File: src/design/triangle_midpoint_subdivider_macros.svh
// ----------------------------------------------------------------------------
// Triangle midpoint subdivider: assertion macros
// Shared concurrent assertion forms, clocked and gated by the active-low reset.
// ----------------------------------------------------------------------------
`ifndef TRIANGLE_MIDPOINT_SUBDIVIDER_MACROS_SVH
`define TRIANGLE_MIDPOINT_SUBDIVIDER_MACROS_SVH

// Consequent must hold in the same cycle as the antecedent.
`define TMS_ASSERT_NOW(label, clk, rst_n, ante, cons, msg) \
    label: assert property (@(posedge clk) disable iff (!(rst_n)) (ante) |-> (cons)) \
        else $error(msg);

// Consequent must hold in the cycle after the antecedent.
`define TMS_ASSERT_NEXT(label, clk, rst_n, ante, cons, msg) \
    label: assert property (@(posedge clk) disable iff (!(rst_n)) (ante) |=> (cons)) \
        else $error(msg);

`endif

File: src/design/tms_pkg.sv
// ----------------------------------------------------------------------------
// Triangle midpoint subdivider package
// Field widths, command codes, job and result records, normalizer handshake.
// ----------------------------------------------------------------------------
package tms_pkg;

    localparam int IDX_W   = 12;
    localparam int COORD_W = 16;
    localparam int SUM_W   = 17;
    localparam int FRAC_W  = 14;
    localparam int KEY_W   = 2 * IDX_W;
    localparam int HASH_W  = 17;

    localparam logic [1:0] CMD_CLEAR = 2'd0;
    localparam logic [1:0] CMD_LOAD  = 2'd1;
    localparam logic [1:0] CMD_TRI   = 2'd2;

    localparam logic KIND_MID = 1'b0;
    localparam logic KIND_TRI = 1'b1;

    // Low bits of the two hash multipliers; only the low slot bits matter.
    localparam logic [HASH_W-1:0] HASH_K1 = 17'h179B1;
    localparam logic [HASH_W-1:0] HASH_K2 = 17'h09E37;

    typedef enum logic [1:0] {
        OP_CLEAR,
        OP_LOAD,
        OP_TRI
    } t_op;

    typedef struct packed {
        logic [IDX_W-1:0]  lo;
        logic [IDX_W-1:0]  hi;
        logic [HASH_W-1:0] home;
    } t_edge;

    typedef struct packed {
        t_op                       op;
        logic signed [COORD_W-1:0] x;
        logic signed [COORD_W-1:0] y;
        logic signed [COORD_W-1:0] z;
        logic [IDX_W-1:0]          a;
        logic [IDX_W-1:0]          b;
        logic [IDX_W-1:0]          c;
        t_edge [2:0]               edges;
    } t_job;

    typedef struct packed {
        logic                      valid;
        logic [KEY_W-1:0]          key;
        logic [IDX_W-1:0]          idx;
    } t_slot;

    typedef struct packed {
        logic                      kind;
        logic [IDX_W-1:0]          new_index;
        logic signed [COORD_W-1:0] x;
        logic signed [COORD_W-1:0] y;
        logic signed [COORD_W-1:0] z;
        logic [IDX_W-1:0]          tri_a;
        logic [IDX_W-1:0]          tri_b;
        logic [IDX_W-1:0]          tri_c;
        logic                      overflow;
        logic                      last;
    } t_result;

    typedef struct packed {
        logic                    start;
        logic signed [SUM_W-1:0] x;
        logic signed [SUM_W-1:0] y;
        logic signed [SUM_W-1:0] z;
    } t_norm_req;

    typedef struct packed {
        logic                      done;
        logic signed [COORD_W-1:0] x;
        logic signed [COORD_W-1:0] y;
        logic signed [COORD_W-1:0] z;
    } t_norm_rsp;

    function automatic t_result mk_mid(logic [IDX_W-1:0] idx, logic signed [COORD_W-1:0] x,
                                       logic signed [COORD_W-1:0] y,
                                       logic signed [COORD_W-1:0] z);
        t_result r;
        r           = '0;
        r.kind      = KIND_MID;
        r.new_index = idx;
        r.x         = x;
        r.y         = y;
        r.z         = z;
        return r;
    endfunction

    function automatic t_result mk_tri(logic [IDX_W-1:0] a, logic [IDX_W-1:0] b,
                                       logic [IDX_W-1:0] c, logic last);
        t_result r;
        r       = '0;
        r.kind  = KIND_TRI;
        r.tri_a = a;
        r.tri_b = b;
        r.tri_c = c;
        r.last  = last;
        return r;
    endfunction

    function automatic t_result mk_ovf();
        t_result r;
        r          = '0;
        r.kind     = KIND_MID;
        r.overflow = 1'b1;
        r.last     = 1'b1;
        return r;
    endfunction

endpackage

File: src/design/tms_norm.sv
// ----------------------------------------------------------------------------
// Triangle midpoint subdivider: normalizer
// Scales a 17-bit vector to unit length in Q2.14, one result bit per candidate and test step.
// ----------------------------------------------------------------------------
module tms_norm (
    input  logic               i_clk,
    input  logic               i_rst_n,
    input  tms_pkg::t_norm_req i_req,
    output tms_pkg::t_norm_rsp o_rsp
);
    import tms_pkg::*;

    localparam int SQ_W   = 2 * SUM_W;
    localparam int WIDE_W = 4 * SUM_W;
    localparam int LO_W   = FRAC_W + 1;
    localparam int BIT_W  = $clog2(LO_W);
    localparam int SH_W   = 7;
    localparam int R_SH   = 2 * FRAC_W + 2;

    typedef enum logic [5:0] {
        N_IDLE = 6'b000001,
        N_SQ   = 6'b000010,
        N_ACC  = 6'b000100,
        N_AXIS = 6'b001000,
        N_CAND = 6'b010000,
        N_TEST = 6'b100000
    } t_nstate;

    t_nstate                   r_state;
    logic signed [SUM_W-1:0]   r_v [3];
    logic [1:0]                r_ax;
    logic [SQ_W-1:0]           r_sq;
    logic [SQ_W-1:0]           r_s;
    logic [LO_W-1:0]           r_lo;
    logic [WIDE_W-1:0]         r_m2, r_m1, r_c2, r_c1;
    logic [BIT_W-1:0]          r_bit;
    logic signed [COORD_W-1:0] r_res [3];
    logic                      r_done;

    logic signed [SUM_W-1:0]   cur;
    logic [SUM_W-1:0]          mag;
    logic [SQ_W-1:0]           sq;
    logic [SH_W-1:0]           sh_m1, sh_s2, sh_s1;
    logic [WIDE_W-1:0]         c2_n, c1_n, lhs, rhs;
    logic                      fits;
    logic [LO_W-1:0]           lo_new, lo_fin;
    logic signed [COORD_W-1:0] res;

    always_comb begin
        cur    = r_v[r_ax];
        mag    = cur[SUM_W-1] ? SUM_W'(-cur) : SUM_W'(cur);
        sq     = SQ_W'(mag) * SQ_W'(mag);
        sh_m1  = SH_W'(r_bit) + SH_W'(2);
        sh_s2  = SH_W'({r_bit, 1'b0}) + SH_W'(2);
        sh_s1  = SH_W'(r_bit) + SH_W'(1);
        c2_n   = r_m2 + (r_m1 << sh_m1) + (WIDE_W'(r_s) << sh_s2);
        c1_n   = r_m1 + (WIDE_W'(r_s) << sh_s1);
        // Candidate passes when (2*lo - 1)^2 * s <= v^2 * 2^30.
        lhs    = r_c2 - (r_c1 << 1) + WIDE_W'(r_s);
        rhs    = WIDE_W'(r_sq) << R_SH;
        fits   = (lhs <= rhs);
        lo_new = r_lo | (LO_W'(1) << r_bit);
        lo_fin = fits ? lo_new : r_lo;
        res    = cur[SUM_W-1] ? -COORD_W'(lo_fin) : COORD_W'(lo_fin);
    end

    always_ff @(posedge i_clk) begin
        if (!i_rst_n) begin
            r_state <= N_IDLE;
            r_done  <= 1'b0;
        end else begin
            r_done <= 1'b0;
            unique case (r_state)
                N_IDLE: begin
                    if (i_req.start) begin
                        r_v[0]  <= i_req.x;
                        r_v[1]  <= i_req.y;
                        r_v[2]  <= i_req.z;
                        r_ax    <= '0;
                        r_s     <= '0;
                        r_state <= N_SQ;
                    end
                end
                N_SQ: begin
                    r_sq    <= sq;
                    r_state <= N_ACC;
                end
                N_ACC: begin
                    r_s <= r_s + r_sq;
                    if (r_ax == 2'd2) begin
                        r_ax    <= '0;
                        r_state <= N_AXIS;
                    end else begin
                        r_ax    <= r_ax + 1'b1;
                        r_state <= N_SQ;
                    end
                end
                N_AXIS: begin
                    if (r_s == '0) begin
                        // Zero length: the midpoint is the origin.
                        r_res[0] <= '0;
                        r_res[1] <= '0;
                        r_res[2] <= '0;
                        r_done   <= 1'b1;
                        r_state  <= N_IDLE;
                    end else begin
                        r_sq    <= sq;
                        r_lo    <= '0;
                        r_m2    <= '0;
                        r_m1    <= '0;
                        r_bit   <= BIT_W'(LO_W - 1);
                        r_state <= N_CAND;
                    end
                end
                N_CAND: begin
                    r_c2    <= c2_n;
                    r_c1    <= c1_n;
                    r_state <= N_TEST;
                end
                N_TEST: begin
                    if (fits) begin
                        r_lo <= lo_new;
                        r_m2 <= r_c2;
                        r_m1 <= r_c1;
                    end
                    if (r_bit == '0) begin
                        r_res[r_ax] <= res;
                        if (r_ax == 2'd2) begin
                            r_done  <= 1'b1;
                            r_state <= N_IDLE;
                        end else begin
                            r_ax    <= r_ax + 1'b1;
                            r_state <= N_AXIS;
                        end
                    end else begin
                        r_bit   <= r_bit - 1'b1;
                        r_state <= N_CAND;
                    end
                end
                default: begin
                    r_state <= N_IDLE;
                end
            endcase
        end
    end

    assign o_rsp.done = r_done;
    assign o_rsp.x    = r_res[0];
    assign o_rsp.y    = r_res[1];
    assign o_rsp.z    = r_res[2];

endmodule

File: config.mk
export PLATFORM = sky130hd
export DESIGN_NAME = tms_norm
export DESIGN_NICKNAME = d
export VERILOG_FILES = /design/src/design/triangle_midpoint_subdivider_macros.svh /design/src/design/tms_pkg.sv /design/src/design/tms_norm.sv
export SDC_FILE = /design/constraint.sdc
export NUM_CORES = 2
export LEC_CHECK = 0
export BUFFER_PORTS_ARGS = -buffer_cell sky130_fd_sc_hd__buf_2
export CAP_MARGIN = 0
export CORE_MARGIN = 2
export CORE_UTILIZATION = 45
export DETAILED_ROUTE_END_ITERATION = 6
export PLACE_DENSITY = 0.72
export SETUP_SLACK_MARGIN = 0.02
export SLEW_MARGIN = 40
export SYNTH_ARGS = -nofsm -noshare
export SYNTH_HDL_FRONTEND = slang
export SYNTH_SLANG_ARGS = --single-unit
File: constraint.sdc
create_clock -name i_clk -period 27 [get_ports i_clk]
set_input_delay 2.7 -clock i_clk [delete_from_list [all_inputs] [get_ports i_clk]]
set_output_delay 2.7 -clock i_clk [all_outputs]
set_load 0.01 [all_outputs]
==> results_dict.tcl <==
set metrics [dict create \
    cp-start-kind "flop" \
    avgSynthCellArea_um2 9.13 \
    crit_path_max_incr_delay_ns 0.55 \
    skew_ns 0.0393 \
    post_cts_resized 0 \
    ys_types 96 \
    dieHeight_um 330 \
    fill_cells 9765 \
    min_to "r_m1[67]" \
    ios 103 \
    hold_viol 0 \
    fmax_mhz 91.7 \
    period_minus_slack_ns 10.90 \
    row_count 119 \
    r2r_end "r_res[2][14]" \
    antenna_left 0 \
    tightest_slew_ns 0.865 \
    ctsHoldBuffers 0 \
    slew_headroom_pct 40.7 \
    antenna_found_initial 7 \
    cts_root_buf "clkbuf_16" \
    cp_common_cell "a21oi_1" \
    grt_pass1_vias 39100 \
    clk_pin_slew_worst_paths_ns 0.06 \
    place_hpwl_um 126000 \
    area_growth_pct 8.21 \
    whs_path_depth 1 \
    cts_made_buffers 55 \
    status "complete, no violations" \
    drv_cap 0 \
    ff2ff_setup_slack_ns 16.10 \
    drc 0 \
    die_area_um2 109000 \
    grt.total_usage_pct 29.0 \
    drtIter0Drc 4441 \
    setup_viol 0 \
    slowest_stage "fa_1" \
    cts_tree "built" \
    worstHoldPathType "reg2reg" \
    crit_family "simple AND/OR/NAND/NOR gates" \
    gp_congestion 1.05 \
    htree_num_levels 2 \
    crit_fanout 31 \
    async_flop_share_pct 0 \
    yosys_warnings 0 \
    numClockSinks 468 \
    final_cell_mix "nor2_1 (610), inv_1 (586), nand2_1 (465)" \
    fin_nets 6026 \
    postCtsSetupBuffers 0 \
    gr-total-overflow 0 \
    fin_crit_sh_pct 40.4 \
    r2r_start "r_s[8]" \
    synthCells 5249 \
    hp-start "r_c1[67]" \
    crit_path_end_kind "flop" \
    floorplan.initialDensity_pct 45.5 \
    wl_um 159000 \
    synth_top_area_share_pct 28.8 \
    maxSlewViolCount 0 \
    synth_area_um2 47900 \
    worst-path-stages 43 \
    dr.pass1.iters 6 \
    synth_area_leaders "edfxtp_1 (29%), fa_1 (12%), ha_1 (11%)" \
    vias_per_cell 5.94 \
    ys.flop_type "edfxtp_1" \
    io_buffer_count 102 \
    setup_tns_ns 0 \
    crit_type "reg2reg" \
    synth-edff-count 459 \
    synth-seq-cells 468 \
    clk_path_buf_depth 3 \
    r2r_cells 43 \
    grt_pass1_wl_um 238000 \
    synth_area_leader_cell "edfxtp_1" \
    post_drt_wl_per_cell_um 23.7 \
    grt_max_degree 137 \
    vias 39800 \
    cp.arrival_ns 11.28 \
    seq_area_frac_synth_pct 29.1 \
    clk-insertion-delay-late_ns 0.69 \
    fp.dieW_um 330 \
    design.core.area_um2 105000 \
    rsz0062_at_grt "no" \
    mostFrequentLayoutCell "nor2_1" \
    crit_buf_inv 3 \
    finalHoldWorstSlack_ns 0.522 \
    drive_above_1_share_pct 7.16 \
    cp_data_required_time_ns 27.37 \
    utilization_pct 49.2 \
]
## per-layer routing
| metal | wire length (um) | vias up | global-route usage (%) |
|---|---|---|---|
| met3 | 16200 | 347 | 6.56 |
| li1 | - | 18300 | - |
| met5 | 22 | - | 0 |
| met2 | 68000 | 1847 | 43.4 |
| met4 | 7920 | 4 | 13.0 |
| met1 | 66400 | 19300 | 40.0 |
## cells by family (layout without fill, tap and decap cells)
logic type                 after synthesis  in the layout  share of synthesized area, %
other                                    2             13                        0.0157
DFF                                    468            468                          29.1
adders and majority gates              710            710                          23.1
and+or+nand+nor                       1617           1617                          15.3
buffers and inverters                  798            847                          6.30
xor gates and xnor gates               260            260                          4.77
AOI/OAI and AO/OA                     1155           1155                          15.1
muxes                                  239            239                          6.23
## metrics by stage
step / cells / setup slack (ns) / cell area (um2)
finish: 6700 / 16.10 / 51900
global placement: 6593 / 16.53 / 49900
detailed placement: 6595 / 16.37 / 50000
global route: 6699 / 15.39 / 51900
floorplan: 5259 / 10.50 / 48000
CTS: 6698 / 16.29 / 51800
## cells in the mapped netlist (20+ instances only)
library cell  instances
nor2_1              612
inv_1               586
nand2_1             466
edfxtp_1            459
ha_1                417
a21oi_1             343
fa_1                293
o21ai_0             288
xnor2_1             183
mux2i_1             169
clkbuf_1            168
a21o_1              110
and2_1              101
xor2_1               76
nand3_1              68
nor2b_1              62
nor3_1               61
nand2b_1             56
a31oi_1              52
nand4_1              50
and3_1               48
mux4_2               45
o21a_1               43
a211oi_1             40
o22ai_1              38
o21bai_1             37
o211ai_1             35
buf_1                29
mux2_2               25
or3_1                21
nor4_1               20
## state kept, by name (all words and copies together) (netlist names), named ones only
name / cells
r_res: 48
r_lo: 15
r_sq: 33
r_done: 1
r_m1: 68
r_s: 34
r_v: 51
r_c1: 68
r_state: 6
r_bit: 4
r_m2: 68
r_c2: 68
r_ax: 2
## how the worst max path moves through the flow
| stage | slack, ns | startpoint | to |
|---|---|---|---|
| finish | 16.10 | r_s[8] | r_res[2][14] |
| floorplan | 10.50 | i_rst_n | r_c1[0] |
| CTS | 16.29 | r_s[8] | r_res[2][14] |
| detailed placement | 16.37 | r_s[8] | r_res[1][14] |
| global placement | 16.53 | r_s[8] | r_m2[58] |
| global route | 15.39 | r_s[8] | r_res[0][14] |
## layout make-up
| type | instances | area [um2] | area share, % |
|---|---|---|---|
| Multi-Input combinational cell | 3993 | 31100 | 60.0 |
| Sequential cell | 468 | 14000 | 26.9 |
| Inverter | 595 | 2230 | 4.31 |
| Tap cell | 1391 | 1740 | 3.36 |
| Clock buffer | 63 | 1450 | 2.79 |
| Timing Repair Buffer | 149 | 927 | 1.79 |
| Clock inverter | 40 | 415 | 0.801 |
| Antenna cell | 1 | 2.50 | 0.00482 |
Power is left out: the tool's default activity adds up to more than one toggle a clock period on the data nets, which glitch-free logic cannot reach.
