**src/design/triangle_midpoint_subdivider_macros.svh**
```systemverilog
// ----------------------------------------------------------------------------
// Triangle midpoint subdivider: assertion macros
// Shared concurrent assertion forms, clocked and gated by the active-low reset.
// ----------------------------------------------------------------------------
`ifndef TRIANGLE_MIDPOINT_SUBDIVIDER_MACROS_SVH
`define TRIANGLE_MIDPOINT_SUBDIVIDER_MACROS_SVH

// Consequent must hold in the same cycle as the antecedent.
`define TMS_ASSERT_NOW(label, clk, rst_n, ante, cons, msg) \
    label: assert property (@(posedge clk) disable iff (!(rst_n)) (ante) |-> (cons)) \
        else $error(msg);

// Consequent must hold in the cycle after the antecedent.
`define TMS_ASSERT_NEXT(label, clk, rst_n, ante, cons, msg) \
    label: assert property (@(posedge clk) disable iff (!(rst_n)) (ante) |=> (cons)) \
        else $error(msg);

`endif

```
**src/design/tms_pkg.sv**
```systemverilog
// ----------------------------------------------------------------------------
// Triangle midpoint subdivider package
// Field widths, command codes, job and result records, normalizer handshake.
// ----------------------------------------------------------------------------
package tms_pkg;

    localparam int IDX_W   = 12;
    localparam int COORD_W = 16;
    localparam int SUM_W   = 17;
    localparam int FRAC_W  = 14;
    localparam int KEY_W   = 2 * IDX_W;
    localparam int HASH_W  = 17;

    localparam logic [1:0] CMD_CLEAR = 2'd0;
    localparam logic [1:0] CMD_LOAD  = 2'd1;
    localparam logic [1:0] CMD_TRI   = 2'd2;

    localparam logic KIND_MID = 1'b0;
    localparam logic KIND_TRI = 1'b1;

    // Low bits of the two hash multipliers; only the low slot bits matter.
    localparam logic [HASH_W-1:0] HASH_K1 = 17'h179B1;
    localparam logic [HASH_W-1:0] HASH_K2 = 17'h09E37;

    typedef enum logic [1:0] {
        OP_CLEAR,
        OP_LOAD,
        OP_TRI
    } t_op;

    typedef struct packed {
        logic [IDX_W-1:0]  lo;
        logic [IDX_W-1:0]  hi;
        logic [HASH_W-1:0] home;
    } t_edge;

    typedef struct packed {
        t_op                       op;
        logic signed [COORD_W-1:0] x;
        logic signed [COORD_W-1:0] y;
        logic signed [COORD_W-1:0] z;
        logic [IDX_W-1:0]          a;
        logic [IDX_W-1:0]          b;
        logic [IDX_W-1:0]          c;
        t_edge [2:0]               edges;
    } t_job;

    typedef struct packed {
        logic                      valid;
        logic [KEY_W-1:0]          key;
        logic [IDX_W-1:0]          idx;
    } t_slot;

    typedef struct packed {
        logic                      kind;
        logic [IDX_W-1:0]          new_index;
        logic signed [COORD_W-1:0] x;
        logic signed [COORD_W-1:0] y;
        logic signed [COORD_W-1:0] z;
        logic [IDX_W-1:0]          tri_a;
        logic [IDX_W-1:0]          tri_b;
        logic [IDX_W-1:0]          tri_c;
        logic                      overflow;
        logic                      last;
    } t_result;

    typedef struct packed {
        logic                    start;
        logic signed [SUM_W-1:0] x;
        logic signed [SUM_W-1:0] y;
        logic signed [SUM_W-1:0] z;
    } t_norm_req;

    typedef struct packed {
        logic                      done;
        logic signed [COORD_W-1:0] x;
        logic signed [COORD_W-1:0] y;
        logic signed [COORD_W-1:0] z;
    } t_norm_rsp;

    function automatic t_result mk_mid(logic [IDX_W-1:0] idx, logic signed [COORD_W-1:0] x,
                                       logic signed [COORD_W-1:0] y,
                                       logic signed [COORD_W-1:0] z);
        t_result r;
        r           = '0;
        r.kind      = KIND_MID;
        r.new_index = idx;
        r.x         = x;
        r.y         = y;
        r.z         = z;
        return r;
    endfunction

    function automatic t_result mk_tri(logic [IDX_W-1:0] a, logic [IDX_W-1:0] b,
                                       logic [IDX_W-1:0] c, logic last);
        t_result r;
        r       = '0;
        r.kind  = KIND_TRI;
        r.tri_a = a;
        r.tri_b = b;
        r.tri_c = c;
        r.last  = last;
        return r;
    endfunction

    function automatic t_result mk_ovf();
        t_result r;
        r          = '0;
        r.kind     = KIND_MID;
        r.overflow = 1'b1;
        r.last     = 1'b1;
        return r;
    endfunction

endpackage

```
**src/design/tms_front.sv**
```systemverilog
// ----------------------------------------------------------------------------
// Triangle midpoint subdivider: front end
// Accepts input beats, decodes the command, sorts edge pairs, hashes them.
// ----------------------------------------------------------------------------
module tms_front #(
    parameter int EDGE_SLOTS = 8192
) (
    input  logic                               i_clk,
    input  logic                               i_rst_n,
    input  logic                               i_valid,
    output logic                               o_stall,
    input  logic [1:0]                         i_cmd,
    input  logic signed [tms_pkg::COORD_W-1:0] i_coord_x,
    input  logic signed [tms_pkg::COORD_W-1:0] i_coord_y,
    input  logic signed [tms_pkg::COORD_W-1:0] i_coord_z,
    input  logic [tms_pkg::IDX_W-1:0]          i_vertex_a,
    input  logic [tms_pkg::IDX_W-1:0]          i_vertex_b,
    input  logic [tms_pkg::IDX_W-1:0]          i_vertex_c,
    input  logic                               i_hold,
    input  logic                               i_full,
    output logic                               o_push,
    output tms_pkg::t_job                      o_job
);
    import tms_pkg::*;

    localparam int SW = $clog2(EDGE_SLOTS);

    logic                      r_v;
    t_op                       r_op;
    logic signed [COORD_W-1:0] r_x, r_y, r_z;
    logic [IDX_W-1:0]          r_a, r_b, r_c;
    logic [IDX_W-1:0]          r_lo [3];
    logic [IDX_W-1:0]          r_hi [3];
    logic [HASH_W-1:0]         r_p1 [3];
    logic [HASH_W-1:0]         r_p2 [3];

    logic             accept, keep;
    t_op              op;
    logic [IDX_W-1:0] eu [3];
    logic [IDX_W-1:0] ev [3];
    logic [IDX_W-1:0] lo [3];
    logic [IDX_W-1:0] hi [3];
    logic [HASH_W-1:0] h [3];
    logic [SW-1:0]    hs [3];

    assign o_push  = r_v && !i_full;
    assign o_stall = (r_v && i_full) || i_hold;
    assign accept  = i_valid && !o_stall;

    always_comb begin
        op   = OP_CLEAR;
        keep = 1'b0;
        unique case (i_cmd)
            CMD_CLEAR: begin
                op   = OP_CLEAR;
                keep = accept;
            end
            CMD_LOAD: begin
                op   = OP_LOAD;
                keep = accept;
            end
            CMD_TRI: begin
                op   = OP_TRI;
                keep = accept;
            end
            default: begin
                keep = 1'b0;
            end
        endcase
    end

    // Edge order ab, ac, bc; key is the sorted pair.
    always_comb begin
        eu[0] = i_vertex_a; ev[0] = i_vertex_b;
        eu[1] = i_vertex_a; ev[1] = i_vertex_c;
        eu[2] = i_vertex_b; ev[2] = i_vertex_c;
        for (int e = 0; e < 3; e++) begin
            lo[e] = (eu[e] < ev[e]) ? eu[e] : ev[e];
            hi[e] = (eu[e] < ev[e]) ? ev[e] : eu[e];
        end
    end

    always_ff @(posedge i_clk) begin
        if (!i_rst_n) begin
            r_v <= 1'b0;
        end else if (!r_v || o_push) begin
            r_v <= keep;
        end
    end

    always_ff @(posedge i_clk) begin
        if (accept) begin
            r_op <= op;
            r_x  <= i_coord_x;
            r_y  <= i_coord_y;
            r_z  <= i_coord_z;
            r_a  <= i_vertex_a;
            r_b  <= i_vertex_b;
            r_c  <= i_vertex_c;
            for (int e = 0; e < 3; e++) begin
                r_lo[e] <= lo[e];
                r_hi[e] <= hi[e];
                r_p1[e] <= HASH_W'(lo[e]) * HASH_K1;
                r_p2[e] <= HASH_W'(hi[e]) * HASH_K2;
            end
        end
    end

    // Fold the hash into the table range: one conditional subtract.
    always_comb begin
        o_job    = '0;
        o_job.op = r_op;
        o_job.x  = r_x;
        o_job.y  = r_y;
        o_job.z  = r_z;
        o_job.a  = r_a;
        o_job.b  = r_b;
        o_job.c  = r_c;
        for (int e = 0; e < 3; e++) begin
            h[e]  = r_p1[e] ^ r_p2[e];
            hs[e] = h[e][SW-1:0];
            if ((SW+1)'(hs[e]) >= (SW+1)'(EDGE_SLOTS)) begin
                hs[e] = hs[e] - SW'(EDGE_SLOTS);
            end
            o_job.edges[e].lo   = r_lo[e];
            o_job.edges[e].hi   = r_hi[e];
            o_job.edges[e].home = HASH_W'(hs[e]);
        end
    end

endmodule

```
**config.mk**
```make
export PLATFORM = sky130hd
export DESIGN_NAME = tms_front
export DESIGN_NICKNAME = d
export VERILOG_FILES = /design/src/design/triangle_midpoint_subdivider_macros.svh /design/src/design/tms_pkg.sv /design/src/design/tms_front.sv
export SDC_FILE = /design/constraint.sdc
export NUM_CORES = 1
export LEC_CHECK = 0
export ABC_CLOCK_PERIOD_IN_PS = 9100
export BUFFER_PORTS_ARGS = -buffer_cell sky130_fd_sc_hd__buf_4
export CAP_MARGIN = 5
export CORE_MARGIN = 10
export CORE_UTILIZATION = 57
export DETAILED_ROUTE_END_ITERATION = 8
export GPL_TIMING_DRIVEN = 0
export MAX_ROUTING_LAYER = met4
export PLACE_DENSITY = 0.82
export REMOVE_ABC_BUFFERS = 1
export SLEW_MARGIN = 40
export SYNTH_ARGS = -nofsm -noshare
export SYNTH_HDL_FRONTEND = slang
export SYNTH_SLANG_ARGS = --single-unit
export TNS_END_PERCENT = 30
```
**constraint.sdc**
```tcl
create_clock -name i_clk -period 9.1 [get_ports i_clk]
set_clock_uncertainty 0.1 [all_clocks]
set_input_delay 0.91 -clock i_clk [delete_from_list [all_inputs] [get_ports i_clk]]
set_output_delay 0.91 -clock i_clk [all_outputs]
set_load 0.005 [all_outputs]
```
==> results.sh <==
export IMPL_gr_util_met3=0.04559
export IMPL_min_period_ns=7.471
export IMPL_post_synth_cell_area_avg_um2=12.57
export IMPL_finalSetupViolCount=0
export IMPL_cts_hold_buf=0
export IMPL_yosys_area_top_type="sky130_fd_sc_hd__edfxtp_1"
export IMPL_whs_endpoint="r_x[9]"
export IMPL_syn_instance_count=1313
export IMPL_dp_worst_setup_slack_ns=1.169
export IMPL_power_per_cell_area_mw_per_mm2=362.2
export IMPL_detailed_place_hpwl_mm=33.20
export IMPL_grt_busiest_layer="met2"
export IMPL_vias=10473
export IMPL_cap_violations=0
export IMPL_timing_setup_tns_ns=0
export IMPL_grt_first_pass_wirelength_mm=62.62
export IMPL_routability_driven_placement_congestion_ratio=0.9040
export IMPL_first_pass_iters=5
export IMPL_first_iter_violations=667
export IMPL_min_path_cells=1
export IMPL_timing_slew_headroom=0.4350
export IMPL_drive_gt1_frac=0.2345
export IMPL_max_freq_mhz=133.8
export IMPL_yosys_most_used_dff="sky130_fd_sc_hd__edfxtp_1"
export IMPL_critical_path_slowest_cell="sky130_fd_sc_hd__a21o_2"
export IMPL_slowest_delay_ns=0.73
export IMPL_postLayoutSetupSlackWorst_ns=1.629
export IMPL_number_of_buffers_created_by_cts=24
export IMPL_crit_chain="buf_4 > inv_1 > ha_1 > and4_1 > o21ai_0 > or3_1 > a31oi_1 > a21o_2 > o21ai_0 > fa_1 > inv_1 > fa_1 > inv_1 > fa_1 > inv_1 > fa_1 > inv_1 > fa_1 > ha_1 > o21a_1 > nor2_1 > a21oi_1 > xnor2_1 > xnor2_1"
export IMPL_fin_area_mm2=0.01977
export IMPL_floorplan_die_area_mm2=0.03615
export IMPL_synth_seq_area_share=0.4034
export IMPL_total_power_mw=7.160
export IMPL_crit_buf_inv=6
export IMPL_synthesis_yosys_warnings=0
export IMPL_htree_num_levels=1
export IMPL_hold_path_class="in2reg"
export IMPL_layout_nets=2058
export IMPL_start_kind="primary input"
export IMPL_synth_top_cells_by_area="sky130_fd_sc_hd__edfxtp_1 40%, sky130_fd_sc_hd__ha_1 19%, sky130_fd_sc_hd__fa_1 14%"
export IMPL_r2r_end="r_hi[0][25]"
export IMPL_hold_path_startpoint="i_coord_x[9]"
export IMPL_unrepaired_setup_endpoints_after_global_routing="no"
export IMPL_yosys_register_bits=222
export IMPL_critical_path_endpoint_type="register"
export IMPL_grt_total_usage=0.2294
export IMPL_worst_setup_path_type="in2reg"
export IMPL_wire_per_inst_um=20.40
export IMPL_setup_reg_to_reg_worst_slack_ns=6.90
export IMPL_critical_path_peak_fanout=42
export IMPL_status="completed"
export IMPL_final_hold_fails=0
export IMPL_post_cts_resize_count=0
export IMPL_count_of_flip_flops_with_a_built_in_enable_after_synthesis=221
export IMPL_route_final_wire_length_mm=40.84
export IMPL_synth_top_area_share=0.4022
export IMPL_path_clk_slew_ns=0.06
export IMPL_initial_utilization=0.5764
export IMPL_number_of_antenna_violations_at_the_first_check_in_global_routing=2
export IMPL_dominant_delay_contributor_by_cell_family_on_the_critical_path="adder cells"
export IMPL_grt_pass1_vias=11238
export IMPL_ff2ff_path_depth=5
export IMPL_clk_root_buffer_cell="sky130_fd_sc_hd__clkbuf_16"
export IMPL_clock_sink_count=222
export IMPL_die_width_um=190.1
export IMPL_synth_cell_area_mm2=0.01650
export IMPL_synth_cell_types=47
export IMPL_grt_overflow=0
export IMPL_timing_critical_path_required_ns=9.26
export IMPL_coreArea_mm2=0.02863
export IMPL_cts_buffer_depth=3
export IMPL_detail_route_drc_violations=0
export IMPL_number_of_setup_buffers_added_after_cts=0
export IMPL_postSynth_asyncResetShare=0
export IMPL_die_height_um=190.1
export IMPL_maxSlewViolCount=0
export IMPL_area_delta_synth_final_pct=19.80
export IMPL_p_leak_nw=9.314
export IMPL_worst_slew_pin_slew_ns=0.8386
export IMPL_grt_start_max_net_pins=46
export IMPL_worstReg2RegStart="r_v"
export IMPL_final_period_utilization=0.8210
export IMPL_clock_tree_from_tritoncts="yes"
export IMPL_detail_route_antenna_nets=0
export IMPL_global_route_usage_met1=0.2673
export IMPL_cp_arrival_ns=7.63
export IMPL_final_util=0.6905
export IMPL_clock_latency_ns=0.52
export IMPL_pin_count=302
export IMPL_dpl_instance_area_mm2=0.01898
export IMPL_max_vdd_ir_drop_v=0.0003969
export IMPL_met2_global_route_usage=0.3913
export IMPL_rows=62
export IMPL_vias_per_cell=5.231
export IMPL_buffer_ports_inserted=289
logic make-up (layout without fill, tap and decap cells):
| kind of cell | Yosys count | count (layout) | share of synthesized area |
|---|---|---|---|
| AO/OA/AOI/OAI | 143 | 143 | 0.05718 |
| XOR/XNOR | 141 | 141 | 0.07485 |
| adder cells (fa/ha/maj) | 364 | 364 | 0.3293 |
| buffers and inverters | 318 | 610 | 0.08281 |
| flip-flops | 222 | 222 | 0.4034 |
| multiplexers | 38 | 38 | 0.02912 |
| other | 1 | 14 | 0.0002273 |
| AND/OR/NAND/NOR | 86 | 86 | 0.02313 |
how the worst max path moves through the flow:
stage                        startpoint           to  cells past startpoint
after global routing      i_vertex_c[5]  r_p2[0][29]                     24
after detailed placement  i_vertex_c[5]  r_p2[0][29]                     24
after global placement           i_full  r_hi[0][30]                      3
final                     i_vertex_c[5]  r_p2[0][29]                     24
after floorplan           i_vertex_b[5]  r_p2[0][12]                     25
after CTS                 i_vertex_c[5]  r_p2[0][29]                     24
routing by layer:
layer	part of all wire	wire length [um]	up-vias
li1	-	-	4926
met1	0.40	16260	5128
met2	0.50	20600	349
met3	0.066	2684	70
met4	0.032	1296	0
met5	0	0	-
power breakdown:
| group | switching, mW | total (mW) | internal (mW) | leakage, nW |
|---|---|---|---|---|
| registers | 0.0715 | 1.63 | 1.56 | 2.08 |
| clock network | 0.389 | 0.965 | 0.576 | 0.383 |
| logic | 2.43 | 4.56 | 2.13 | 6.85 |
| total | 2.89 | 7.16 | 4.27 | 9.31 |
cell usage in the layout, fill, tap and decap left out, types with 3 or more instances in the layout:
cell type and n:
sky130_fd_sc_hd__a211oi_1 4, sky130_fd_sc_hd__a21o_1 29, sky130_fd_sc_hd__a21oi_1 40, sky130_fd_sc_hd__a21oi_2 8, sky130_fd_sc_hd__a31oi_1 3, sky130_fd_sc_hd__buf_12 5, sky130_fd_sc_hd__buf_4 289, sky130_fd_sc_hd__clkbuf_16 25
sky130_fd_sc_hd__clkbuf_8 3, sky130_fd_sc_hd__clkinv_2 3, sky130_fd_sc_hd__conb_1 12, sky130_fd_sc_hd__edfxtp_1 221, sky130_fd_sc_hd__fa_1 117, sky130_fd_sc_hd__ha_1 247, sky130_fd_sc_hd__inv_1 277, sky130_fd_sc_hd__mux2_2 15
sky130_fd_sc_hd__mux2_4 13, sky130_fd_sc_hd__mux2i_1 8, sky130_fd_sc_hd__nand2_1 34, sky130_fd_sc_hd__nand2b_1 3, sky130_fd_sc_hd__nand3_1 3, sky130_fd_sc_hd__nor2_1 27, sky130_fd_sc_hd__nor2b_1 6, sky130_fd_sc_hd__nor3_1 4
sky130_fd_sc_hd__nor4_1 3, sky130_fd_sc_hd__o21a_1 5, sky130_fd_sc_hd__o21ai_0 19, sky130_fd_sc_hd__o21ai_1 10, sky130_fd_sc_hd__o21ai_2 3, sky130_fd_sc_hd__o21bai_1 11, sky130_fd_sc_hd__xnor2_1 84, sky130_fd_sc_hd__xor2_1 57
flip-flops by register name, summed over array words and instances (netlist names), 12 cells and up:
name,flops
r_a,12
r_c,12
r_p1,39
r_x,16
r_b,12
r_p2,39
r_y,16
r_z,16
r_lo,24
r_hi,33
through the flow:
stage	std cells	hold WS (ns)
CTS	2000	0.4393
detailed placement	1961	0.4544
global route	2002	0.4364
finish	2002	0.4554
floorplan	1283	0.4149
global placement	1956	0.4352
worst reg2reg max path, cell delays in order (launching register included):
cell and delay (ns):
sky130_fd_sc_hd__dfxtp_1 0.32, sky130_fd_sc_hd__a21oi_1 0.18, sky130_fd_sc_hd__and2_4 0.45, sky130_fd_sc_hd__buf_12 0.31, sky130_fd_sc_hd__buf_12 0.28, sky130_fd_sc_hd__buf_12 0.24
Yosys cell counts (3+ instances only):
cell / number
sky130_fd_sc_hd__edfxtp_1: 221
sky130_fd_sc_hd__a211oi_1: 4
sky130_fd_sc_hd__ha_1: 247
sky130_fd_sc_hd__o21ai_1: 6
sky130_fd_sc_hd__mux2_2: 15
sky130_fd_sc_hd__o21a_1: 5
sky130_fd_sc_hd__inv_1: 277
sky130_fd_sc_hd__mux2_4: 13
sky130_fd_sc_hd__a21o_1: 30
sky130_fd_sc_hd__nand2b_1: 3
sky130_fd_sc_hd__o21ai_0: 24
sky130_fd_sc_hd__a21oi_2: 8
sky130_fd_sc_hd__nor3_1: 4
sky130_fd_sc_hd__nor2_1: 27
sky130_fd_sc_hd__buf_6: 9
sky130_fd_sc_hd__xor2_1: 57
sky130_fd_sc_hd__a21oi_1: 40
sky130_fd_sc_hd__a31oi_1: 3
sky130_fd_sc_hd__fa_1: 117
sky130_fd_sc_hd__xnor2_1: 84
sky130_fd_sc_hd__nor2b_1: 6
sky130_fd_sc_hd__nand3_1: 3
sky130_fd_sc_hd__mux2i_1: 8
sky130_fd_sc_hd__nand2_1: 34
sky130_fd_sc_hd__buf_4: 27
sky130_fd_sc_hd__buf_2: 3
sky130_fd_sc_hd__o21bai_1: 11
sky130_fd_sc_hd__nor4_1: 3
final cells by class:
| class | count | area [um2] |
|---|---|---|
| multi-input combinational | 784 | 8541 |
| fill | 2045 | 8859 |
| clock inverter | 9 | 100.1 |
| antenna | 2 | 5.005 |
| timing repair buffer | 294 | 2270 |
| clock buffer | 30 | 674.4 |
| inverter | 277 | 1040 |
| sequential | 222 | 6656 |
| tap | 384 | 480.5 |
Power figures use the tool's default switching activity.
