==> config.mk <==
export PLATFORM = sky130hd
export DESIGN_NAME = tms_fifo
export DESIGN_NICKNAME = d
export VERILOG_FILES = /design/src/design/triangle_midpoint_subdivider_macros.svh /design/src/design/tms_pkg.sv /design/src/design/tms_fifo.sv
export SDC_FILE = /design/constraint.sdc
export NUM_CORES = 1
export LEC_CHECK = 0
export ABC_AREA = 1
export ABC_CLOCK_PERIOD_IN_PS = 21900
export BUFFER_PORTS_ARGS = -buffer_cell sky130_fd_sc_hd__buf_2
export CAP_MARGIN = 15
export CORE_MARGIN = 1
export CORE_UTILIZATION = 58
export CTS_BUF_LIST = sky130_fd_sc_hd__clkbuf_4
export CTS_CLUSTER_DIAMETER = 40
export DETAILED_ROUTE_END_ITERATION = 10
export PLACE_DENSITY = 0.87
export SLEW_MARGIN = 20
export SYNTH_ARGS = -nofsm -noshare
export SYNTH_HDL_FRONTEND = slang
export SYNTH_SLANG_ARGS = --single-unit
==> constraint.sdc <==
create_clock -name i_clk -period 21.9 [get_ports i_clk]
set_input_delay 5.475 -clock i_clk [delete_from_list [all_inputs] [get_ports i_clk]]
set_output_delay 5.475 -clock i_clk [all_outputs]
set_load 0.05 [all_outputs]
==> src/design/triangle_midpoint_subdivider_macros.svh <==
// ----------------------------------------------------------------------------
// Triangle midpoint subdivider: assertion macros
// Shared concurrent assertion forms, clocked and gated by the active-low reset.
// ----------------------------------------------------------------------------
`ifndef TRIANGLE_MIDPOINT_SUBDIVIDER_MACROS_SVH
`define TRIANGLE_MIDPOINT_SUBDIVIDER_MACROS_SVH

// Consequent must hold in the same cycle as the antecedent.
`define TMS_ASSERT_NOW(label, clk, rst_n, ante, cons, msg) \
    label: assert property (@(posedge clk) disable iff (!(rst_n)) (ante) |-> (cons)) \
        else $error(msg);

// Consequent must hold in the cycle after the antecedent.
`define TMS_ASSERT_NEXT(label, clk, rst_n, ante, cons, msg) \
    label: assert property (@(posedge clk) disable iff (!(rst_n)) (ante) |=> (cons)) \
        else $error(msg);

`endif

==> src/design/tms_pkg.sv <==
// ----------------------------------------------------------------------------
// Triangle midpoint subdivider package
// Field widths, command codes, job and result records, normalizer handshake.
// ----------------------------------------------------------------------------
package tms_pkg;

    localparam int IDX_W   = 12;
    localparam int COORD_W = 16;
    localparam int SUM_W   = 17;
    localparam int FRAC_W  = 14;
    localparam int KEY_W   = 2 * IDX_W;
    localparam int HASH_W  = 17;

    localparam logic [1:0] CMD_CLEAR = 2'd0;
    localparam logic [1:0] CMD_LOAD  = 2'd1;
    localparam logic [1:0] CMD_TRI   = 2'd2;

    localparam logic KIND_MID = 1'b0;
    localparam logic KIND_TRI = 1'b1;

    // Low bits of the two hash multipliers; only the low slot bits matter.
    localparam logic [HASH_W-1:0] HASH_K1 = 17'h179B1;
    localparam logic [HASH_W-1:0] HASH_K2 = 17'h09E37;

    typedef enum logic [1:0] {
        OP_CLEAR,
        OP_LOAD,
        OP_TRI
    } t_op;

    typedef struct packed {
        logic [IDX_W-1:0]  lo;
        logic [IDX_W-1:0]  hi;
        logic [HASH_W-1:0] home;
    } t_edge;

    typedef struct packed {
        t_op                       op;
        logic signed [COORD_W-1:0] x;
        logic signed [COORD_W-1:0] y;
        logic signed [COORD_W-1:0] z;
        logic [IDX_W-1:0]          a;
        logic [IDX_W-1:0]          b;
        logic [IDX_W-1:0]          c;
        t_edge [2:0]               edges;
    } t_job;

    typedef struct packed {
        logic                      valid;
        logic [KEY_W-1:0]          key;
        logic [IDX_W-1:0]          idx;
    } t_slot;

    typedef struct packed {
        logic                      kind;
        logic [IDX_W-1:0]          new_index;
        logic signed [COORD_W-1:0] x;
        logic signed [COORD_W-1:0] y;
        logic signed [COORD_W-1:0] z;
        logic [IDX_W-1:0]          tri_a;
        logic [IDX_W-1:0]          tri_b;
        logic [IDX_W-1:0]          tri_c;
        logic                      overflow;
        logic                      last;
    } t_result;

    typedef struct packed {
        logic                    start;
        logic signed [SUM_W-1:0] x;
        logic signed [SUM_W-1:0] y;
        logic signed [SUM_W-1:0] z;
    } t_norm_req;

    typedef struct packed {
        logic                      done;
        logic signed [COORD_W-1:0] x;
        logic signed [COORD_W-1:0] y;
        logic signed [COORD_W-1:0] z;
    } t_norm_rsp;

    function automatic t_result mk_mid(logic [IDX_W-1:0] idx, logic signed [COORD_W-1:0] x,
                                       logic signed [COORD_W-1:0] y,
                                       logic signed [COORD_W-1:0] z);
        t_result r;
        r           = '0;
        r.kind      = KIND_MID;
        r.new_index = idx;
        r.x         = x;
        r.y         = y;
        r.z         = z;
        return r;
    endfunction

    function automatic t_result mk_tri(logic [IDX_W-1:0] a, logic [IDX_W-1:0] b,
                                       logic [IDX_W-1:0] c, logic last);
        t_result r;
        r       = '0;
        r.kind  = KIND_TRI;
        r.tri_a = a;
        r.tri_b = b;
        r.tri_c = c;
        r.last  = last;
        return r;
    endfunction

    function automatic t_result mk_ovf();
        t_result r;
        r          = '0;
        r.kind     = KIND_MID;
        r.overflow = 1'b1;
        r.last     = 1'b1;
        return r;
    endfunction

endpackage

==> src/design/tms_fifo.sv <==
// ----------------------------------------------------------------------------
// Triangle midpoint subdivider: job queue
// Two-entry queue of decoded jobs between front end and back end.
// ----------------------------------------------------------------------------
module tms_fifo (
    input  logic          i_clk,
    input  logic          i_rst_n,
    input  logic          i_push,
    input  tms_pkg::t_job i_job,
    input  logic          i_pop,
    output tms_pkg::t_job o_job,
    output logic          o_empty,
    output logic          o_full
);
    import tms_pkg::*;

    localparam int DEPTH = 2;
    localparam int AW    = $clog2(DEPTH);
    localparam int CNT_W = $clog2(DEPTH + 1);

    t_job             r_mem [DEPTH];
    logic [AW-1:0]    r_wr, r_rd;
    logic [CNT_W-1:0] r_cnt;

    assign o_empty = (r_cnt == '0);
    assign o_full  = (r_cnt == CNT_W'(DEPTH));
    assign o_job   = r_mem[r_rd];

    always_ff @(posedge i_clk) begin
        if (!i_rst_n) begin
            r_wr  <= '0;
            r_rd  <= '0;
            r_cnt <= '0;
        end else begin
            if (i_push) begin
                r_wr <= (r_wr == AW'(DEPTH - 1)) ? '0 : r_wr + 1'b1;
            end
            if (i_pop) begin
                r_rd <= (r_rd == AW'(DEPTH - 1)) ? '0 : r_rd + 1'b1;
            end
            if (i_push && !i_pop) begin
                r_cnt <= r_cnt + 1'b1;
            end else if (i_pop && !i_push) begin
                r_cnt <= r_cnt - 1'b1;
            end
        end
    end

    always_ff @(posedge i_clk) begin
        if (i_push) begin
            r_mem[r_wr] <= i_job;
        end
    end

endmodule

==> metrics.md, run 1 <==
| Metric | Value |
|---|---|
| Status | `completed` |
| Worst reg-to-reg path cell count | `3` |
| Async SR Flop Fraction | `0` |
| Worst Path Max Fanout | `63` |
| First-pass GRT wire length | `approximately 48 mm` |
| Largest net degree at the start of global routing | `around 130` |
| # nets final | `approximately 1400` |
| Mapped Nets | `899` |
| Top cells by area, synth | `edfxtp_1, mux2_4, mux2_2` |
| Finished Layout Cells | `1612` |
| CP cell instances | `buf_4 -> buf_4 -> mux2_2 -> buf_2` |
| Family with the most delay on the worst path | `buffers and inverters` |
| EDFF count, synth | `about 420` |
| Total GRT Usage | `0.2331` |
| Worst Hold Class | `reg2reg` |
| Via Count | `about 8500` |
| Final Util | `0.7363` |
| Clock root buffer master | `clkbuf_4` |
| Placed inst area | `0.01812 mm^2` |
| DRT Wirelength | `about 33 mm` |
| CTS max path bufs | `3` |
| Reg2Reg Capture Point | `r_mem[0][173]` |
| DRC viols | `0` |
| Fin. max-slew vios | `0` |
| Hold buffer count at CTS | `0` |
| RePlAce Congestion | `between 0.8 and 0.9` |
| Relative slew slack | `0.2566` |
| Initial Utilization | `0.5972` |
| Number of global-route vias before repair | `8946` |
| Worst Max-Slew Pin Slew | `approximately 1.1 ns` |
| Largest family of logic cells by synthesized area | `multiplexers` |
| Sequential fraction of the synthesis area | `0.8039` |
| Area delta synth->final | `23.29%` |
| Total CTS buffers | `approximately 100` |
| Clk_skew | `approximately 0.08 ns` |
| Design Area, Final | `0.01940 mm^2` |
| Vias per inst | `5.267` |
| Top FF cell, synth | `edfxtp_1` |
| DP HPWL | `between 20 and 25 mm` |
| Synthesized cell area | `~0.016 mm^2` |
| Crit-path slowest cell | `buf_4` |
| Die Height | `about 170 um` |
| Critical Path AT | `about 3.7 ns` |
| Yosys Warn Count | `0` |
| Synth cell count leaders | `edfxtp_1, mux2_2, mux2_4` |
| Lkg Pwr | `7.681 nW` |
| Post-CTS resize count | `0` |
| Clk sinks | `roughly 420` |
| PD cells | `between 90 and 100 mW/mm^2` |
| Seq cells post-synth | `423` |
| Clock-pin transition on the worst setup and hold timing paths | `roughly 0.06 ns` |
| Worst EP required | `between 15 and 20 ns` |
| Proportion of layout cells with a drive suffix above 1 | `0.6314` |
| Distinct cells, synth | `16` |
| Buf/Inv on CP | `3` |
| Synth top area share | `0.7975` |
| Final period util | `0.4184` |
| Routed WL per cell | `roughly 20 um` |
| Gr ovfl total | `0` |
| Port bufs | `about 420` |
| Worst skew pair latency | `slightly above 0.7 ns` |
| Rows | `59` |
| Flop2flop setup slack | `19.03 ns` |
| Die area | `roughly 0.028 mm^2` |
| CTS tree | `done` |
| Initial antenna violation count | `13` |
| DRT iter0 DRCs | `between 600 and 700` |
| Setup Fix Bufs, Post-CTS | `0` |
| Setup violators final | `0` |
| Remaining antenna violation count | `0` |
| Largest area contributor in the netlist | `edfxtp_1` |
| Unrepaired setup endpoints after global routing | `no` |
| Pre-antenna DRT Iters | `5` |
| Max stage delay on crit path | `0.86 ns` |
| Fmax | `~0.11 GHz` |
| Most numerous cell on the critical path | `buf_4` |
| Multiplexer share of the synthesized area | `0.1734` |
| Synth Instances | `685` |
| Tmin final | `about 9 ns` |
| Critical Path Start Type | `flip-flop` |
| Max-cap viol count | `0` |
| H-tree levels | `3` |
| Worst vdd ir | `about 0.08 mV` |
| Adder-cell share of the synthesized area | `0.0007950` |
| Area share of xor/xnor cells in the synthesized design | `0` |
| Hold_sp | `r_rd` |
| Simple-gate share of the synthesized area | `0.004770` |
| Syn_area_per_cell | `approximately 23 um^2` |
| Placed insts | `1427` |
| Core area | `0.02635 mm^2` |
| Most common cell in the netlist | `edfxtp_1` |
| Setup crit end kind | `output pin` |
| Compound-Gate Fraction of Synth Area | `0.0006360` |
| Die Wd | `between 150 and 200 um` |
| Final hold vios | `0` |
| Fin Setup TNS | `0 ns` |
| Critical path class | `reg2out` |
| Worst r2r src | `r_wr` |
| # IOs | `roughly 420` |
| Worst hold path depth | `2` |
==> cell families after synthesis <==
group	after synthesis
adder cells (fa/ha/maj)	1
multiplexers	209
buffers and inverters	31
flip-flops	423
AND/OR/NAND/NOR	19
AO/OA/AOI/OAI	2
==> flip-flops by register name, indices dropped and copies added (netlist names), named ones only <==
signal	flops
r_mem	418
r_cnt	2
r_rd	1
r_wr	1
==> how the worst max path moves through the flow <==
| stage | startpoint | to | cells after the start |
|---|---|---|---|
| floorplan | i_push | r_mem[0][0] | 2 |
| global placement | flip-flop | o_job[26] | 4 |
| detailed placement | flip-flop | o_job[26] | 4 |
| CTS | flip-flop | o_job[178] | 4 |
| global route | flip-flop | o_job[198] | 4 |
| finish | flip-flop | o_job[26] | 4 |
==> cells in the final DEF (no fill, tap or decap) <==
cell,netlist,routed
a21oi_1,1,1
buf_2,10,423
buf_4,1,7
bufinv_16,0,1
clkbuf_4,0,148
clkinv_1,0,17
clkinv_2,0,4
clkinv_4,0,3
dfxtp_1,5,4
dfxtp_4,0,1
diode_2,0,10
edfxtp_1,418,418
ha_1,1,1
inv_1,8,7
inv_2,0,1
inv_6,0,1
inv_8,0,1
mux2_2,109,109
mux2_4,100,100
nand2_1,8,8
nand3_1,1,1
nand4_1,1,1
nor2_1,9,8
nor2_4,0,1
o21ai_0,1,1
==> area by class of cell <==
type                    count  area, um^2
clock inverters            27       152.6
diodes                     10       25.02
clock buffers             148        1111
multi-input cells         231        2834
inverters                   8       37.54
repair buffers            430        2170
flip-flops and latches    423       12660
fillers                  1507        6949
well taps                 335       419.2
==> tightest hold or removal path, delay by kind of cell (launching register included) <==
kind | cells | cell delay (ns)
flip-flops | 1 | 0.35
AND/OR/NAND/NOR | 2 | 0.15
==> per-stage QoR <==
step / hold WS [ns] / total power (W) / setup slack [ns]
final: 0.4879 / 0.001844 / 12.74
after global routing: 0.5496 / 0.001916 / 12.49
after CTS: 0.4748 / 0.001863 / 12.65
after detailed placement: 0.4987 / 0.001249 / 13.45
after global placement: 0.4743 / 0.001241 / 13.53
after floorplan: 0.4635 / 0.001188 / 6.864
==> report_power, final <==
| part | switching (W) | total [W] | internal [W] |
|---|---|---|---|
| clock network | 0.000290 | 0.000612 | 0.000322 |
| logic | 0.000196 | 0.000279 | 0.0000829 |
| registers | 0.0000142 | 0.000953 | 0.000939 |
==> layer usage <==
layer,vias to the layer above,GRT usage,share of wire
met3,83,0.08603,0.093
met2,477,0.3926,0.51
li1,3812,-,-
met1,4116,0.2580,0.36
met4,2,0.1264,0.038
met5,-,0,0.00034
Note: power is estimated with default switching activity, not from simulation.
==> inputs of run 2 (changes only) <==
--- a/config.mk
+++ b/config.mk
@@ -5,16 +5,16 @@
 export SDC_FILE = /design/constraint.sdc
 export NUM_CORES = 1
 export LEC_CHECK = 0
-export ABC_AREA = 1
-export ABC_CLOCK_PERIOD_IN_PS = 21900
+export ABC_AREA = 0
+export ABC_CLOCK_PERIOD_IN_PS = 8450
 export BUFFER_PORTS_ARGS = -buffer_cell sky130_fd_sc_hd__buf_2
 export CAP_MARGIN = 15
 export CORE_MARGIN = 1
-export CORE_UTILIZATION = 58
+export CORE_UTILIZATION = 54
 export CTS_BUF_LIST = sky130_fd_sc_hd__clkbuf_4
 export CTS_CLUSTER_DIAMETER = 40
 export DETAILED_ROUTE_END_ITERATION = 10
-export PLACE_DENSITY = 0.87
+export PLACE_DENSITY = 0.82
 export SLEW_MARGIN = 20
 export SYNTH_ARGS = -nofsm -noshare
 export SYNTH_HDL_FRONTEND = slang
==> constraint.sdc (replaced) <==
create_clock -name i_clk -period 8.45 [get_ports i_clk]
set_input_delay 2.1125 -clock i_clk [delete_from_list [all_inputs] [get_ports i_clk]]
set_output_delay 2.1125 -clock i_clk [all_outputs]
set_load 0.05 [all_outputs]
==> run 2 against run 1 <==
Against the previous run: power rose to 2.6 times the previous value; highest routed layer unchanged; core utilization fell by 6.0 points; clock skew is 0.022 ns lower; die area rose by 7.2%; clock power grew to 2.6 times the previous value; largest cell class unchanged; via count decreased by 3.8%; sequential power grew to 2.6 times the previous value; cell count rose by 1.4%; global-route usage down 3.0 points; combinational power rose to 2.9 times the previous value.
==> metrics.md, run 2 <==
| Metric | Value |
|---|---|
| CTS tree | `done` |
| Remaining antenna violation count | `0` |
| Via Count | `around 8200` |
| Simple-gate share of the synthesized area | `0.003421` |
| Buf/Inv on CP | `2` |
| # IOs | `424` |
| Multiplexer share of the synthesized area | `0.1735` |
| Setup crit end kind | `output pin` |
| Relative slew slack | `0.2827` |
| Synth Instances | `approximately 670` |
| Largest area contributor in the netlist | `edfxtp_1` |
| Regs by FF count | `r_mem x418, r_cnt x2` |
| Top reg by flops | `r_mem` |
| Status | `completed` |
| Clk_skew | `about 0.06 ns` |
| Critical Path AT | `a little over 3 ns` |
| Initial Utilization | `0.5480` |
| Syn_area_per_cell | `23.40 um^2` |
| Area share of xor/xnor cells in the synthesized design | `0.001671` |
| Commonest non-fill, non-tap cells in the layout | `buf_2, edfxtp_1, clkbuf_4` |
| Max reg flops | `418` |
| PD cells | `about 250 mW/mm^2` |
| Fin. max-slew vios | `0` |
| DRT iter0 DRCs | `between 400 and 500` |
| Total CTS buffers | `103` |
| EDFF count, synth | `about 420` |
| Setup violators final | `0` |
| Yosys Warn Count | `0` |
| Top cells by area, synth | `edfxtp_1, mux2_4, mux2_2` |
| Finished Layout Cells | `about 1600` |
| Max stage delay on crit path | `between 0.9 and 1 ns` |
| Worst Hold Class | `reg2reg` |
| Die Wd | `about 170 um` |
| Placed insts | `roughly 1500` |
| Setup Fix Bufs, Post-CTS | `0` |
| Area delta synth->final | `23.52%` |
| Seq cells post-synth | `between 400 and 500` |
| Synthesized cell area | `0.01573 mm^2` |
| Clock-pin transition on the worst setup and hold timing paths | `around 0.060 ns` |
| Post-CTS resize count | `0` |
| Clock root buffer master | `clkbuf_4` |
| CP cell instances | `buf_12 -> mux2_2 -> buf_2` |
| DRT Wirelength | `~31 mm` |
| Adder-cell share of the synthesized area | `0.0007955` |
| Fmax | `about 0.19 GHz` |
| Worst EP required | `approximately 6.3 ns` |
| Family with the most delay on the worst path | `flip-flops` |
| Proportion of layout cells with a drive suffix above 1 | `0.6421` |
| Tmin final | `between 5 and 6 ns` |
| Synth top area share | `0.7981` |
| CTS max path bufs | `3` |
| Largest net degree at the start of global routing | `170` |
| Critical path class | `reg2out` |
| Pre-antenna DRT Iters | `5` |
| Lkg Pwr | `around 7.6 nW` |
| Fin Setup TNS | `0 ns` |
| DRC viols | `0` |
| Gr ovfl total | `0` |
| Total GRT Usage | `0.2034` |
| # nets final | `~1400` |
| Clk sinks | `423` |
| Critical Path Start Type | `flip-flop` |
| Die area | `between 0.02 and 0.03 mm^2` |
| Async SR Flop Fraction | `0` |
| DP HPWL | `between 20 and 25 mm` |
| Sequential fraction of the synthesis area | `0.8045` |
| Top FF cell, synth | `edfxtp_1` |
| Hold buffer count at CTS | `0` |
| Max-cap viol count | `0` |
| Die Height | `172.7 um` |
| Number of global-route vias before repair | `around 9000` |
| Initial antenna violation count | `2` |
| Final period util | `0.6132` |
| First-pass GRT wire length | `46.26 mm` |
| Most common cell after layout, fill and taps aside | `buf_2` |
| Worst Path Max Fanout | `between 100 and 150` |
| Final hold vios | `0` |
| Rows | `62` |
| H-tree levels | `3` |
| Worst skew pair latency | `0.69 ns` |
| Largest family of logic cells by synthesized area | `multiplexers` |
| Distinct cells, synth | `19` |
| Mapped Nets | `886` |
| Port bufs | `around 420` |
| Total power | `between 0.004 and 0.005 W` |
| RePlAce Congestion | `around 0.75` |
| Crit-path slowest cell | `dfxtp_4` |
| Worst vdd ir | `0.1807 mV` |
| Compound-Gate Fraction of Synth Area | `0.001273` |
| Most common cell in the netlist | `edfxtp_1` |
| Vias per inst | `roughly 5` |
| Core area | `0.02870 mm^2` |
| Routed WL per cell | `18.89 um` |
| Worst Max-Slew Pin Slew | `roughly 1.1 ns` |
| Unrepaired setup endpoints after global routing | `no` |
| Synth cell count leaders | `edfxtp_1, mux2_2, mux2_4` |
## run 2: changes by cell type after synthesis, sizes merged, moves of 2 or more
| cell | before | now |
|---|---|---|
| xor2 | 0 | 2 |
| nand2 | 8 | 0 |
| inv | 8 | 1 |
| nor2 | 9 | 1 |
| nor2b | 0 | 3 |
| and2 | 0 | 4 |
## run 2: path summary, 6_finish.rpt
path / slack (ns) / start / end / depth (start not counted)
worst max-delay path: 3.27 / flip-flop / o_job[207] / 3
worst min-delay path: 0.58 / r_cnt[1] / r_cnt[1] / 2
worst max register to register: 5.80 / r_wr / r_mem[1][45] / 2
worst min register to register: 0.58 / r_cnt[1] / r_cnt[1] / 2
## run 2: cell families (layout without fill, tap and decap cells)
| group | after synthesis | count (layout) |
|---|---|---|
| multiplexers | 209 | 209 |
| XOR/XNOR | 3 | 3 |
| other | 0 | 1 |
| AND/OR/NAND/NOR | 9 | 9 |
| AO/OA/AOI/OAI | 3 | 3 |
| adder cells (fa/ha/maj) | 1 | 1 |
| flip-flops | 423 | 423 |
| buffers and inverters | 24 | 601 |
## run 2: final cells by class
cell class | instances | area [um^2]
Antenna cell | 1 | 2.502
Clock buffer | 156 | 1171
Clock inverter | 15 | 73.82
Fill cell | 1900 | 9276
Inverter | 1 | 3.754
Multi-Input combinational cell | 225 | 2851
Sequential cell | 423 | 12660
Tap cell | 384 | 480.5
Timing Repair Buffer | 429 | 2187
## run 2: power by group
group | leakage [nW] | internal, W | switching [W]
registers | 3.97 | 0.00243 | 0.0000388
logic | 2.92 | 0.000246 | 0.000562
clock network | 0.742 | 0.000831 | 0.000739
## run 2: worst reg2reg max path: stages (launching register included)
cell	delay [ns]
dfxtp_1	0.39
and2_4	0.86
buf_4	0.90
## run 2: per-stage QoR
stage	instance area, um^2	utilization	hold WS [ns]	setup WS, ns
floorplan	15730	-	0.4729	0.4378
global placement	18180	0.6333	0.4878	3.954
detailed placement	18180	0.6333	0.5286	3.950
CTS	19420	0.6767	0.5845	3.181
global route	19430	0.6768	0.6157	3.080
finish	19430	0.6768	0.5793	3.269
## run 2: metal layers
metal  global-route usage  share of wire  wire, um
met5                    0        0.00036        11
met4              0.07080          0.017       539
met3              0.07806          0.095      2931
met2               0.3486           0.51     15720
met1               0.2333           0.38     11660
==> inputs of run 3 (changes only) <==
--- a/config.mk
+++ b/config.mk
@@ -6,7 +6,7 @@
 export NUM_CORES = 1
 export LEC_CHECK = 0
 export ABC_AREA = 0
-export ABC_CLOCK_PERIOD_IN_PS = 8450
+export ABC_CLOCK_PERIOD_IN_PS = 4870
 export BUFFER_PORTS_ARGS = -buffer_cell sky130_fd_sc_hd__buf_2
 export CAP_MARGIN = 15
 export CORE_MARGIN = 1
==> constraint.sdc (replaced) <==
create_clock -name i_clk -period 4.87 [get_ports i_clk]
set_input_delay 1.2175 -clock i_clk [delete_from_list [all_inputs] [get_ports i_clk]]
set_output_delay 1.2175 -clock i_clk [all_outputs]
set_load 0.05 [all_outputs]
==> run 3 against run 2 <==
Against the previous run: first-iteration DRC count decreased by 6.0%; clock power grew 83%; sequential power is 73% higher; setup slack worse by 2.3 ns; final area increased by 1.4%; cell count is 1.8% higher; global-route usage grew 1.0 points; flip-flop and latch count stayed put; register-to-register slack worse by 2.9 ns; routed wire length grew 4.7%; clock skew is 0.0024 ns lower; power is 77% higher.
==> metrics.md, run 3 (synthesis gave the netlist of run 2 again) <==
| Metric | Value |
|---|---|
| Status | `completed` |
| Initial Utilization | `0.5480` |
| Crit-path slowest cell | `dfxtp_4` |
| Critical path class | `reg2out` |
| Clk_skew | `0.05751 ns` |
| Die Height | `roughly 170 um` |
| Placement-stage worst setup slack | `approximately 1.7 ns` |
| Busiest grt layer | `met2` |
| Clock root buffer master | `clkbuf_4` |
| Post-CTS resize count | `0` |
| Final hold slack | `between 0.5 and 0.6 ns` |
| Worst Setup Slack, final | `just under 1 ns` |
| Final period util | `0.8004` |
| Met3 Track Usage GR | `0.08289` |
| Die area | `a little under 0.03 mm^2` |
| Max reg flops | `around 420` |
| Pre-antenna DRT Iters | `5` |
| Initial antenna violation count | `10` |
| Hold buffer count at CTS | `0` |
| Routed WL per cell | `about 19 um` |
| DRC viols | `0` |
| Core area | `about 0.029 mm^2` |
| # nets final | `between 1000 and 1500` |
| Setup violators final | `0` |
| Placed insts | `between 1000 and 1500` |
| Fin. max-slew vios | `0` |
| Setup Fix Bufs, Post-CTS | `0` |
| Max-cap viol count | `0` |
| Relative slew slack | `0.3919` |
| Gr ovfl total | `0` |
| GR Util met1 | `0.2305` |
| Fin Setup TNS | `0 ns` |
| Most common cell after layout, fill and taps aside | `buf_2` |
| Commonest non-fill, non-tap cells in the layout | `buf_2, edfxtp_1, clkbuf_4` |
| CP cell instances | `buf_4 -> mux2_2 -> buf_2` |
| DRT Wirelength | `about 32 mm` |
| Lkg Pwr | `roughly 7.7 nW` |
| Max stage delay on crit path | `0.94 ns` |
| Total CTS buffers | `103` |
| DRT iter0 DRCs | `between 400 and 500` |
| Regs by FF count | `r_mem x418, r_cnt x2` |
| # IOs | `between 400 and 500` |
| Die Wd | `~170 um` |
| Worst Max-Slew Pin Slew | `between 0.9 and 1 ns` |
| Total GRT Usage | `0.2135` |
| Remaining antenna violation count | `0` |
| Vias per inst | `between 5 and 6` |
| Setup crit end kind | `output pin` |
| Unrepaired setup endpoints after global routing | `no` |
| Number of global-route vias before repair | `9081` |
| Finished Layout Cells | `roughly 1700` |
| Final hold vios | `0` |
| Fmax | `around 0.26 GHz` |
| Critical Path AT | `2.68 ns` |
| Met2 Use GR | `0.3644` |
| Worst Path Max Fanout | `between 50 and 60` |
| Via Count | `between 8000 and 9000` |
| Critical Path Start Type | `flip-flop` |
| PD cells | `about 440 mW/mm^2` |
| Largest net degree at the start of global routing | `~120` |
| CTS max path bufs | `3` |
| Area delta synth->final | `25.20%` |
| RePlAce Congestion | `a little under 0.8` |
| Worst Hold Class | `reg2reg` |
| Proportion of layout cells with a drive suffix above 1 | `0.6339` |
| CTS tree | `done` |
| First-pass GRT wire length | `48.36 mm` |
| Worst vdd ir | `between 0.3 and 0.4 mV` |
| Clk sinks | `between 400 and 500` |
| Worst EP required | `approximately 3.7 ns` |
| H-tree levels | `3` |
| Rows | `62` |
| Worst skew pair latency | `approximately 0.7 ns` |
| Clock-pin transition on the worst setup and hold timing paths | `0.06 ns` |
| Port bufs | `about 420` |
| DP HPWL | `between 20 and 25 mm` |
| Tmin final | `3.898 ns` |
| Top reg by flops | `r_mem` |
## run 3: cell types whose count changed in the layout (fill, tap and decap cells not counted), sizes merged
cell	previous run	this run
clkinv	12	37
inv	1	4
buf	429	439
bufinv	0	3
diode	1	7
clkinvlp	3	2
clkbuf	156	140
## run 3: power by group
| part | internal [W] | switching [W] |
|---|---|---|
| Clock | 0.00151 | 0.00137 |
| Combinational | 0.000444 | 0.000985 |
| Sequential | 0.00421 | 0.0000703 |
| Total | 0.00617 | 0.00242 |
## run 3: metrics by stage
step                      area, um^2  utilization  power, W
final                          19690       0.6861  0.008592
after global routing           19690       0.6861  0.008923
after CTS                      19670       0.6854  0.008692
after detailed placement       18330       0.6386  0.005791
after global placement         18330       0.6386  0.005760
after floorplan                15740            -  0.005442
## run 3: path summary, 6_finish.rpt
kind / startpoint / to / slack (ns) / cells after the start
worst max-delay path: flip-flop / o_job[42] / 0.97 / 3
worst min-delay path: r_cnt[1] / r_cnt[1] / 0.54 / 2
worst min register to register: r_cnt[1] / r_cnt[1] / 0.54 / 2
worst max register to register: r_wr / r_mem[0][191] / 2.94 / 2
## run 3: cell type report
cell class | count | area, um^2
Timing Repair Buffer | 439 | 2337
Multi-Input combinational cell | 225 | 2851
Sequential cell | 423 | 12660
Fill cell | 1900 | 9011
Antenna cell | 7 | 17.52
Clock inverter | 45 | 294.0
Tap cell | 384 | 480.5
Inverter | 1 | 3.754
Clock buffer | 140 | 1051
## run 3: layer usage
layer | vias up | routed length, um
li1 | 3820 | -
met1 | 4088 | 11640
met2 | 452 | 16490
met3 | 76 | 3140
met4 | 6 | 987
met5 | - | 37
## run 3: worst max-delay path, delay by kind of cell (launching register included)
family	cells	cell delay, ns
buffers and inverters	2	0.63
multiplexers	1	0.40
flip-flops	1	0.94
